$ cat src/mdio_c22_pkg.sv
// Shared types and constants for the clause 22 MDIO frame master.
// Used by mdio_c22_frame_core and mdio_clause22_frame_master; no dependencies.
`timescale 1ns / 1ps

package mdio_c22_pkg;

  // Default preamble length, in MDC slots
  localparam int PREAMBLE_BITS_DEF = 32;

  // Frame sections after the preamble
  localparam int HEADER_BITS = 14;  // start, opcode, PHY address, register address
  localparam int TA_BITS     = 2;
  localparam int DATA_BITS   = 16;

  // Request kinds carried on the input item
  localparam logic [1:0] KIND_SLOT  = 2'd0;
  localparam logic [1:0] KIND_READ  = 2'd1;
  localparam logic [1:0] KIND_WRITE = 2'd2;

  // Start bits followed by opcode, MSB first
  localparam logic [3:0] ST_OP_READ  = 4'h6;  // 01 10
  localparam logic [3:0] ST_OP_WRITE = 4'h5;  // 01 01
  localparam logic [1:0] TA_WRITE    = 2'b10;

  // Read answer while the master is disabled
  localparam logic [15:0] READ_DISABLED = 16'hFFFF;

  // One input item, unpacked
  typedef struct packed {
    logic [1:0]  kind;
    logic [4:0]  phy_address;
    logic [4:0]  register_address;
    logic [15:0] write_data;
    logic        mdio_in;
  } req_t;

  // One result item, unpacked
  typedef struct packed {
    logic        mdio_out;
    logic        mdio_drive;
    logic        clock_pulse;
    logic        busy_res;
    logic        request_accepted;
    logic        read_valid;
    logic [15:0] read_data;
  } res_t;

endpackage

$ cat src/mdio_c22_frame_core.sv
// Frame sequencer of the clause 22 MDIO master: slot counter and shift registers.
// Depends on mdio_c22_pkg. Produces one result per stepped item, combinationally.
`timescale 1ns / 1ps

module mdio_c22_frame_core import mdio_c22_pkg::*; #(
  parameter int PREAMBLE_BITS = PREAMBLE_BITS_DEF
) (
  input  logic clk,
  input  logic rst_n,
  input  logic enable_i,
  input  logic step_i,   // item accepted this cycle: advance state
  input  req_t req_i,
  output res_t res_o
);

  localparam int END_SLOT = PREAMBLE_BITS + HEADER_BITS + TA_BITS + DATA_BITS;
  localparam int CNT_W    = $clog2(END_SLOT + 1);

  localparam logic [CNT_W-1:0] PRE_END_C  = CNT_W'(PREAMBLE_BITS);
  localparam logic [CNT_W-1:0] HDR_END_C  = CNT_W'(PREAMBLE_BITS + HEADER_BITS);
  localparam logic [CNT_W-1:0] DATA_BEG_C = CNT_W'(PREAMBLE_BITS + HEADER_BITS + TA_BITS);
  localparam logic [CNT_W-1:0] END_C      = CNT_W'(END_SLOT);

  logic             active_r, active_nxt;
  logic             is_read_r, is_read_nxt;
  logic [CNT_W-1:0] slot_r, slot_nxt;
  logic [31:0]      send_r, send_nxt;
  logic [15:0]      recv_r, recv_nxt;

  logic             is_req, req_read, start;
  logic             act_e, rd_e;
  logic [CNT_W-1:0] slot_e;
  logic [31:0]      send_e;
  logic [15:0]      recv_e;

  // Request decode and frame start
  always_comb begin
    is_req   = (req_i.kind == KIND_READ) || (req_i.kind == KIND_WRITE);
    req_read = (req_i.kind == KIND_READ);
    start    = is_req && !active_r && enable_i;

    act_e  = active_r | start;
    rd_e   = start ? req_read : is_read_r;
    slot_e = start ? '0 : slot_r;
    recv_e = start ? 16'h0 : recv_r;
    if (start) begin
      send_e = {(req_read ? ST_OP_READ : ST_OP_WRITE), req_i.phy_address,
                req_i.register_address, (req_read ? 2'b00 : TA_WRITE),
                (req_read ? 16'h0 : req_i.write_data)};
    end else begin
      send_e = send_r;
    end
  end

  // Slot decode: line level, shifts and result
  always_comb begin
    res_o = '0;
    res_o.mdio_out = 1'b1;
    res_o.request_accepted = start;

    active_nxt  = act_e;
    is_read_nxt = rd_e;
    slot_nxt    = slot_e;
    send_nxt    = send_e;
    recv_nxt    = recv_e;

    // disabled read is answered at once
    if (is_req && !active_r && !enable_i && req_read) begin
      res_o.request_accepted = 1'b1;
      res_o.read_valid       = 1'b1;
      res_o.read_data        = READ_DISABLED;
    end

    if (act_e) begin
      res_o.clock_pulse = 1'b1;
      res_o.busy_res    = 1'b1;
      slot_nxt          = slot_e + 1'b1;
      if (slot_e < PRE_END_C) begin
        res_o.mdio_drive = 1'b1;
      end else if (slot_e < END_C) begin
        if (rd_e && (slot_e >= HDR_END_C)) begin
          // turnaround and data: line released
          if (slot_e >= DATA_BEG_C) begin
            recv_nxt = {recv_e[14:0], req_i.mdio_in};
          end
        end else begin
          res_o.mdio_out   = send_e[31];
          res_o.mdio_drive = 1'b1;
          send_nxt         = {send_e[30:0], 1'b0};
        end
      end else begin
        // closing idle bit
        res_o.mdio_drive = 1'b1;
        if (rd_e) begin
          res_o.read_valid = 1'b1;
          res_o.read_data  = recv_e;
        end
        active_nxt = 1'b0;
        slot_nxt   = '0;
      end
    end
  end

  // Control state
  always_ff @(posedge clk) begin
    if (!rst_n) begin
      active_r  <= 1'b0;
      is_read_r <= 1'b0;
      slot_r    <= '0;
    end else if (step_i) begin
      active_r  <= active_nxt;
      is_read_r <= is_read_nxt;
      slot_r    <= slot_nxt;
    end
  end

  // Shift registers
  always_ff @(posedge clk) begin
    if (step_i) begin
      send_r <= send_nxt;
      recv_r <= recv_nxt;
    end
  end

  // Checks
  a_slot_range: assert property (@(posedge clk) disable iff (!rst_n)
    slot_r <= END_C)
    else $error("slot counter beyond frame end");

  a_slot_idle: assert property (@(posedge clk) disable iff (!rst_n)
    (slot_r != '0) |-> active_r)
    else $error("slot counter running while idle");

  a_frame_end: assert property (@(posedge clk) disable iff (!rst_n)
    $fell(active_r) |-> ($past(slot_r) == END_C))
    else $error("frame ended before its last slot");

  a_start: assert property (@(posedge clk) disable iff (!rst_n)
    (step_i && start) |=> (active_r && (slot_r == CNT_W'(1))))
    else $error("frame start did not advance to the second slot");

endmodule

$ cat src/mdio_clause22_frame_master.sv
// Top level of the clause 22 MDIO frame master: stream ports, enable register
// and result register. Depends on mdio_c22_pkg and mdio_c22_frame_core.
`timescale 1ns / 1ps
//
//  channel | ports                          | contents
//  --------+--------------------------------+--------------------------------------
//  in      | in_tvalid/in_tready/tdata/tuser | one MDC slot, optional request
//  out     | out_tvalid/out_tready/tdata/tuser | line levels, status, read result
//  cfg     | cfg_we/cfg_wdata               | enable bit
//
//  One item per cycle while out_tready allows, one result per item, held in the
//  result register; the frame sequencer advances once per accepted item.
//  A frame lasts PREAMBLE_BITS + 33 items from its request.
//  Reset (rst_n low, synchronous) clears enable, the sequencer control state and out_tvalid.
//  A stalled result holds; in_tready follows out_tready when a result waits.

module mdio_clause22_frame_master import mdio_c22_pkg::*; #(
  parameter int PREAMBLE_BITS = PREAMBLE_BITS_DEF
) (
  input  logic        clk,
  input  logic        rst_n,
  input  logic        cfg_we,
  input  logic        cfg_wdata,
  input  logic        in_tvalid,
  output logic        in_tready,
  input  logic [31:0] in_tdata,   // phy_address[4:0], register_address[9:5],
                                  // write_data[25:10], mdio_in[26], zero[31:27]
  input  logic [1:0]  in_tuser,   // kind[1:0]
  output logic        out_tvalid,
  input  logic        out_tready,
  output logic [23:0] out_tdata,  // mdio_out[0], mdio_drive[1], clock_pulse[2],
                                  // busy_res[3], request_accepted[4],
                                  // read_data[20:5], zero[23:21]
  output logic [0:0]  out_tuser   // read_valid[0]
);

  logic enable_r;
  logic out_valid_r, out_valid_nxt;
  res_t res_r;
  res_t res;
  req_t req;
  logic step;

  // Handshake
  assign in_tready = !out_valid_r || out_tready;
  assign step      = in_tvalid && in_tready;

  // Unpack input item
  always_comb begin
    req.kind             = in_tuser;
    req.phy_address      = in_tdata[4:0];
    req.register_address = in_tdata[9:5];
    req.write_data       = in_tdata[25:10];
    req.mdio_in          = in_tdata[26];
  end

  mdio_c22_frame_core #(
    .PREAMBLE_BITS(PREAMBLE_BITS)
  ) u_core (
    .clk     (clk),
    .rst_n   (rst_n),
    .enable_i(enable_r),
    .step_i  (step),
    .req_i   (req),
    .res_o   (res)
  );

  // Enable register
  always_ff @(posedge clk) begin
    if (!rst_n) begin
      enable_r <= 1'b0;
    end else if (cfg_we) begin
      enable_r <= cfg_wdata;
    end
  end

  // Result register
  always_comb begin
    if (step) begin
      out_valid_nxt = 1'b1;
    end else if (out_tready) begin
      out_valid_nxt = 1'b0;
    end else begin
      out_valid_nxt = out_valid_r;
    end
  end

  always_ff @(posedge clk) begin
    if (!rst_n) begin
      out_valid_r <= 1'b0;
    end else begin
      out_valid_r <= out_valid_nxt;
    end
  end

  always_ff @(posedge clk) begin
    if (step) begin
      res_r <= res;
    end
  end

  // Pack result item
  assign out_tvalid = out_valid_r;
  assign out_tdata  = {3'b000, res_r.read_data, res_r.request_accepted, res_r.busy_res,
                       res_r.clock_pulse, res_r.mdio_drive, res_r.mdio_out};
  assign out_tuser  = res_r.read_valid;

endmodule
$ cat config.mk
export PLATFORM = sky130hd
export DESIGN_NAME = mdio_clause22_frame_master
export DESIGN_NICKNAME = d
export VERILOG_FILES = /design/src/mdio_c22_pkg.sv /design/src/mdio_c22_frame_core.sv /design/src/mdio_clause22_frame_master.sv
export SDC_FILE = /design/constraint.sdc
export NUM_CORES = 1
export LEC_CHECK = 0
export ABC_AREA = 1
export BUFFER_PORTS_ARGS = -buffer_cell sky130_fd_sc_hd__buf_4
export CAP_MARGIN = 40
export CORE_UTILIZATION = 51
export CTS_CLUSTER_SIZE = 28
export DETAILED_ROUTE_END_ITERATION = 8
export PLACE_DENSITY = 0.73
export SKIP_CTS_REPAIR_TIMING = 1
export SYNTH_ARGS = -nofsm -noshare
export SYNTH_HDL_FRONTEND = slang
export SYNTH_SLANG_ARGS = --single-unit
$ cat constraint.sdc
create_clock -name clk -period 11.9 [get_ports clk]
set_input_delay 3.57 -clock clk [delete_from_list [all_inputs] [get_ports clk]]
set_output_delay 3.57 -clock clk [all_outputs]
set_load 0.005 [all_outputs]
## Word-level counts from Yosys, hierarchy flattened

Index checks and enable logic that the tools add are counted.

- Output and inout bits: 27
- Word-level logic and storage cells: 70
- Bits of input ports: 40
- Register bits: 81

- Eq/ne operators: 2
- Muxes and demuxes: 33
- Bitwise operators: 3
- Reduce and logical (&&, ||, !) cells: 13
- Order comparisons: 4
- Add/subtract/negate cells: 1

Operators by type and width:

| kind | count |
|---|---|
| 32-bit 2-to-1 mux | 5 |
| 16-bit 2-to-1 mux | 7 |
| 17-bit 2-to-1 mux | 5 |
| 7-bit 2-to-1 mux | 4 |
| 7-bit by 6-bit greater-or-equal comparator with 1-bit output (second input constant) | 2 |
| 1-bit 2-to-1 mux | 8 |
| 2-bit 2-to-1 mux | 4 |
| 7-bit by 1-bit adder with 7-bit output (second input constant) | 1 |
| 7-bit by 6-bit < comparator with 1-bit output (second input constant) | 1 |
| 7-bit < comparator (second input constant) | 1 |
| 1-bit logical AND | 6 |
| 4-bit OR reduction | 1 |
| 1-bit zero test | 3 |
| 2-bit by 1-bit equality test with 1-bit output (second input constant) | 1 |
| 2-bit equality test (second input constant) | 1 |
| 1-bit logical OR | 2 |
| 1-bit NOT | 2 |
| 2-bit nonzero test | 1 |
| 1-bit bitwise OR | 1 |

## Depth between registers and ports, before layout

Gate-level depths: netlist of the first run.

- Word-level depth: 11
- Mapped depth: 17
- Depth with buffers taken out: 14

## Hierarchy

A second synthesis of the first run with hierarchy kept.

- Cell total of the unflattened synthesis: 505
- Area, all modules: 4286.6 um^2

Modules (own cells, without submodules):

| module | cells each | times used | area each (um^2) | seq. area each (um^2) |
|---|---|---|---|---|
| mdio_c22_frame_core | 467 | 1 | 3512.1 | 1621.6 |
| mdio_clause22_frame_master | 38 | 1 | 774.5 | 700.7 |

## Least setup slack after synthesis of the first run

No wires, ideal clock.

- Path kind: input -> register
- From: in in_tvalid
- To: reg u_core.slot_r[4]
- Required time: 11.829 ns
- Stages on the path: 6
- Library setup time: 0.071 ns
- Path slack: 3.737 ns
- Path buffers: 0
- Arrival time: 8.092 ns
- Cells stage by stage: inv_1 > a21oi_1 > inv_1 > a21oi_1 > nand3_1 > a21oi_1

- Cells in the longest elaborated chain, start to end: 1

Ends and longest elaborated chain:

| element | line | text |
|---|---|---|
| from (decl) | mdio_clause22_frame_master.sv:24 | `input logic in_tvalid,` |
| 1-bit logical AND | mdio_clause22_frame_master.sv:46 | `assign step = in_tvalid && in_tready;` |
| to (signal assigned) | mdio_c22_frame_core.sv:113 | `slot_r <= slot_nxt;` |
| to (decl) | mdio_c22_frame_core.sv:26 | `logic [CNT_W-1:0] slot_r, slot_nxt;` |

Every way passes these cells.
A chain may end at the register's enable or synchronous reset.

## Worst setup path in the final report of the first run

- From: in out_tready
- To: out in_tready

- Cells in the longest elaborated chain, start to end: 1

Ends and longest elaborated chain:

| element | line | text |
|---|---|---|
| from (decl) | mdio_clause22_frame_master.sv:30 | `input logic out_tready,` |
| 1-bit logical OR | mdio_clause22_frame_master.sv:45 | `assign in_tready = !out_valid_r \|\| out_tready;` |
| to (decl) | mdio_clause22_frame_master.sv:25 | `output logic in_tready,` |

Every way passes these cells.

==> flow_summary.ini, run 1 <==
[detailed_routing]
vias = 3478
wl_um = 8630
ant_nets = 0
dr.pass1.iters = 5
avgRoutedWirePerCell_um = 13.0
avgViaCountPerCell = 5.24
drcViolationCount = 0
drtIter0Drc = 236

[power]
post-layout-total-power_mw = 0.650
power.leakage_nw = 2.30
switching_share_pct = 24.6
pwr-share-comb_pct = 13.7
p_per_area_mw_per_mm2 = 130
intPower_mw = 0.490
p_clk_share_pct = 34.1
vdd.ir_drop.worst_mv = 0.0662
power_switching_mw = 0.160
power_frac_seq_pct = 52.1

[clocking]
worstSkewPairLatency_ns = 0.35
cts_tree = yes
cts.sinks = 80
cts-root-buf = clkbuf_8
clk_pin_slew_ns = 0.08
cts_buffers = 9
htree_levels = 3
clockBufferDepth = 2

[worst_setup_path]
end_kind = output port
crit_path_max_fanout = 2
cp.required_ns = 8.33
reg2reg_to = u_core.send_r[21]$_DFFE_PP_
start_kind = input pin
r2r_setup_slack_ns = 8.86
r2r_start = u_core.active_r$_SDFFE_PN0P_
r2r_cells = 9
path_class = input pin to output port
cp-startpoint = out_tready
worstPathArrival_ns = 4.01

[synth]
synth.most_common_cell = nand2_1
synth-seq-area-share_pct = 52.5
yosysUniqueCellTypes = 35
netlist.area_leader.share_pct = 47.5
syn_area_mm2 = 0.00437
ys.flop_type = edfxtp_1
synth_area_leaders = edfxtp_1, nand2_1, dfxtp_1, a21oi_1, inv_1
synth_enable_flop_cells = 69
synthTopCellsByCount = nand2_1, edfxtp_1, inv_1
ys_warn_count = 0
async_flop_share_pct = 0
post_synth.cell_area_avg_um2 = 8.53
ys_ff_latch = 80
yosysTopAreaCell = edfxtp_1
synth_cells = 512

[placed_design]
hpwl_um = 5390
gp_congestion = 0.804
io_buffers = 58
dpl_cell_area_mm2 = 0.00479

[final_layout]
area_delta_synth_final_pct = 14.8
final_util_pct = 60.7
drive_gt1_share_pct = 17.5
n_antenna_cell = 0
fillCellCount = 746
area.sequential_mm2 = 0.00229
multi_input_area_mm2 = 0.00171
final_area_mm2 = 0.00501
final_nets = 597

[status]
outcome = finished, final reports clean

[die]
boundaryPins = 67
die_w_um = 94.5
num_rows = 33
dieArea_mm2 = 0.00893
die_y_um = 94.5
start_util_pct = 52.9
core-area_mm2 = 0.00826

[sta]
setup_violations = 0
period_needed_ns = 7.58
period_share_pct = 63.7
worstMarginPinSlew_ns = 0.777
clock.fmax_mhz = 132
hold_violations = 0
maxSlewHeadroom_pct = 48.1
skew_ns = 0.00810
setup_total_negative_slack_ns = 0
rsz0062_at_grt = no
slew_violations = 0

[global_routing]
antenna_found_initial = 0
grt_start_max_net_pins = 78
track_usage_pct = 20.8
grt_pass1_wl_um = 14300
grt_pass1_vias = 3099
grt_overflow = 0

[hold_path]
holdPathEnd = u_core.slot_r[0]$_SDFFE_PN0P_
min_path_type = register to register
hold_depth = 2
holdCritStartpoint = u_core.slot_r[0]$_SDFFE_PN0P_

[flow_run]
maxCapViolCount = 0
final cells by class:
type / count / area share, %
inverters: 51 / 3.82
clock inverters: 5 / 1.60
repair buffers: 60 / 9.24
well taps: 105 / 2.62
clock buffers: 11 / 2.82
multi-input cells: 352 / 34.1
flip-flops and latches: 80 / 45.8
registers in the layout (all words and copies together), names as in the netlist:
signal,flops
u_core.send_r,32
out_tuser,1
enable_r,1
u_core.is_read_r,1
out_tvalid,1
u_core.active_r,1
out_tdata,20
u_core.recv_r,16
u_core.slot_r,7
power groups by stage:
stage / registers (mW) / logic, mW / clock network (mW)
finish: 0.339 / 0.0893 / 0.222
global route: 0.341 / 0.102 / 0.236
CTS: 0.339 / 0.0893 / 0.226
detailed placement: 0.345 / 0.0887 / 0
global placement: 0.344 / 0.0848 / 0
floorplan: 0.346 / 0.0598 / 0
critical path: stages:
cell and delay, ns:
buf_4 0.11, inv_1 0.11, nand2_1 0.09, buf_4 0.14
cell families (layout without fill, tap and decap cells):
family,after synthesis,in the layout,share of synthesized area [%]
AOI/OAI and AO/OA,94,94,11.9
buffers and inverters,82,127,8.74
adders and majority gates,3,3,0.860
muxes,1,1,0.229
and+or+nand+nor,250,250,25.5
xor gates and xnor gates,1,1,0.201
DFF,80,80,52.5
other,1,3,0.0859
worst max path at each step:
stage / end / slack (ns)
floorplan: u_core.slot_r[4]$_SDFFE_PN0P_ / 3.74
global placement: in_tready / 4.35
detailed placement: in_tready / 4.31
CTS: in_tready / 4.31
global route: in_tready / 4.25
finish: in_tready / 4.32
metrics by stage:
| stage | setup slack (ns) | cells | hold WS, ns |
|---|---|---|---|
| after floorplan | 3.74 | 514 | 0.458 |
| after global placement | 4.35 | 647 | 0.472 |
| after detailed placement | 4.31 | 648 | 0.477 |
| after CTS | 4.31 | 664 | 0.490 |
| after global routing | 4.25 | 664 | 0.511 |
| final | 4.32 | 664 | 0.492 |
metal layers:
layer	track usage, %	wire length [µm]	vias to the layer above
li1	-	-	1769
met1	27.0	3850	1580
met2	34.4	4140	117
met4	9.97	120	0
met3	2.66	514	12
met5	0	0	-
cell usage in the layout (no fill, tap or decap), types with 10 or more instances in the layout:
cell type,instances
a21oi_1,40
buf_4,59
clkbuf_8,10
dfxtp_1,11
edfxtp_1,69
inv_1,46
nand2_1,180
nand3_1,13
nor2_1,25
o21ai_0,22
o21ai_1,12
o31ai_1,15
Power figures use the tool's default switching activity.
==> inputs of run 2 (changes only) <==
==> constraint.sdc (replaced) <==
create_clock -name clk -period 7.3 [get_ports clk]
set_input_delay 2.19 -clock clk [delete_from_list [all_inputs] [get_ports clk]]
set_output_delay 2.19 -clock clk [all_outputs]
set_load 0.005 [all_outputs]
==> flow_summary.ini, run 2 (synthesis gave the netlist of run 1 again) <==
[status]
outcome = finished, final reports clean

[global_routing]
grt_start_max_net_pins = 78
antenna_found_initial = 0
grt_overflow = 0
grt_pass1_vias = 3108
track_usage_pct = 19.7
grt_pass1_wl_um = 13800

[clocking]
cts_tree = yes
cts.sinks = 80
htree_levels = 3
cts-root-buf = clkbuf_8
clk_pin_slew_ns = 0.07
clockBufferDepth = 2
cts_buffers = 9
worstSkewPairLatency_ns = 0.35

[sta]
maxSlewHeadroom_pct = 47.3
hold_violations = 0
setup_violations = 0
clock.fmax_mhz = 208
worstMarginPinSlew_ns = 0.790
skew_ns = 0.0105
setup_total_negative_slack_ns = 0
rsz0062_at_grt = no
period_share_pct = 65.8
slew_violations = 0
period_needed_ns = 4.80

[final_layout]
n_antenna_cell = 0
area.sequential_mm2 = 0.00229
final_common_cell = nand2_1
final_nets = 597
regMostFlops = u_core.send_r
drive_gt1_share_pct = 17.4
largest_reg_flops = 32
multi_input_area_mm2 = 0.00171
fillCellCount = 722
final_area_mm2 = 0.00500
area_delta_synth_final_pct = 14.5
final_cell_mix = nand2_1, edfxtp_1, buf_4

[detailed_routing]
avgRoutedWirePerCell_um = 12.5
dr.pass1.iters = 5
drcViolationCount = 0
ant_nets = 0
avgViaCountPerCell = 5.20
wl_um = 8280
vias = 3453
drtIter0Drc = 184

[power]
p_per_area_mw_per_mm2 = 209
power.leakage_nw = 2.30
vdd.ir_drop.worst_mv = 0.115

[worst_setup_path]
cpMostUsedCell = buf_4
critPathTopFamily = buffers and inverters
r2r_cells = 11
crit_path_max_fanout = 2
cp.depth = 4
path_class = input pin to output port
path_buf_inv = 3
start_kind = input pin
cp.required_ns = 5.11
path_cells = buf_4 > inv_1 > nand2_1 > buf_4
worstPathArrival_ns = 2.61
end_kind = output port
crit_path_max_incr_delay_ns = 0.14
cp_slowest_cell = buf_4

[die]
core-area_mm2 = 0.00826
die_w_um = 94.5
boundaryPins = 67
start_util_pct = 52.9
num_rows = 33
dieArea_mm2 = 0.00893
die_y_um = 94.5

[placed_design]
io_buffers = 58
dpl_cell_area_mm2 = 0.00479
gp_congestion = 0.875
hpwl_um = 5260

[hold_path]
hold_depth = 2
min_path_type = register to register

[flow_run]
maxCapViolCount = 0
run 2: where the power goes:
part           switching, mW  internal [mW]
Clock                  0.159          0.191
Combinational         0.0866         0.0571
Sequential            0.0118          0.540
Total                  0.258          0.788
run 2: worst min-delay path: stages, from the launching register on:
cell	delay (ns)
dfxtp_1	0.33
nand2_1	0.06
a21oi_1	0.06
run 2: layer usage:
layer | part of all wire (%) | vias to the layer above | GRT usage (%)
met1 | 46 | 1568 | 25.3
li1 | - | 1767 | -
met4 | 1.7 | 0 | 8.46
met3 | 5.1 | 10 | 2.66
met5 | 0 | - | 0
met2 | 47 | 108 | 33.6
run 2: per-stage QoR:
step                power [mW]  cells  hold WS [ns]  setup WS [ns]  utilization [%]
CTS                       1.05    664         0.492           2.50             60.5
global placement         0.700    647         0.471           2.18             57.7
detailed placement       0.706    648         0.481           2.15             58.0
finish                    1.05    664         0.490           2.50             60.5
global route              1.09    664         0.509           2.26             60.5
floorplan                0.661    514         0.458          0.517                -
run 2: cell type report:
cell class	count	share of cell area [%]
Sequential cell	80	45.8
Multi-Input combinational cell	352	34.2
Timing Repair Buffer	60	9.26
Inverter	51	3.83
Tap cell	105	2.63
Clock buffer	10	2.55
Clock inverter	6	1.68
run 2: path summary, 6_finish.rpt:
path                                                     from                             to  slack (ns)
worst max register to register   u_core.active_r$_SDFFE_PN0P_  u_core.slot_r[6]$_SDFFE_PN0P_        4.21
worst min register to register  u_core.slot_r[0]$_SDFFE_PN0P_  u_core.slot_r[0]$_SDFFE_PN0P_        0.49
worst max-delay path                               out_tready                      in_tready        2.50
worst min-delay path            u_core.slot_r[0]$_SDFFE_PN0P_  u_core.slot_r[0]$_SDFFE_PN0P_        0.49
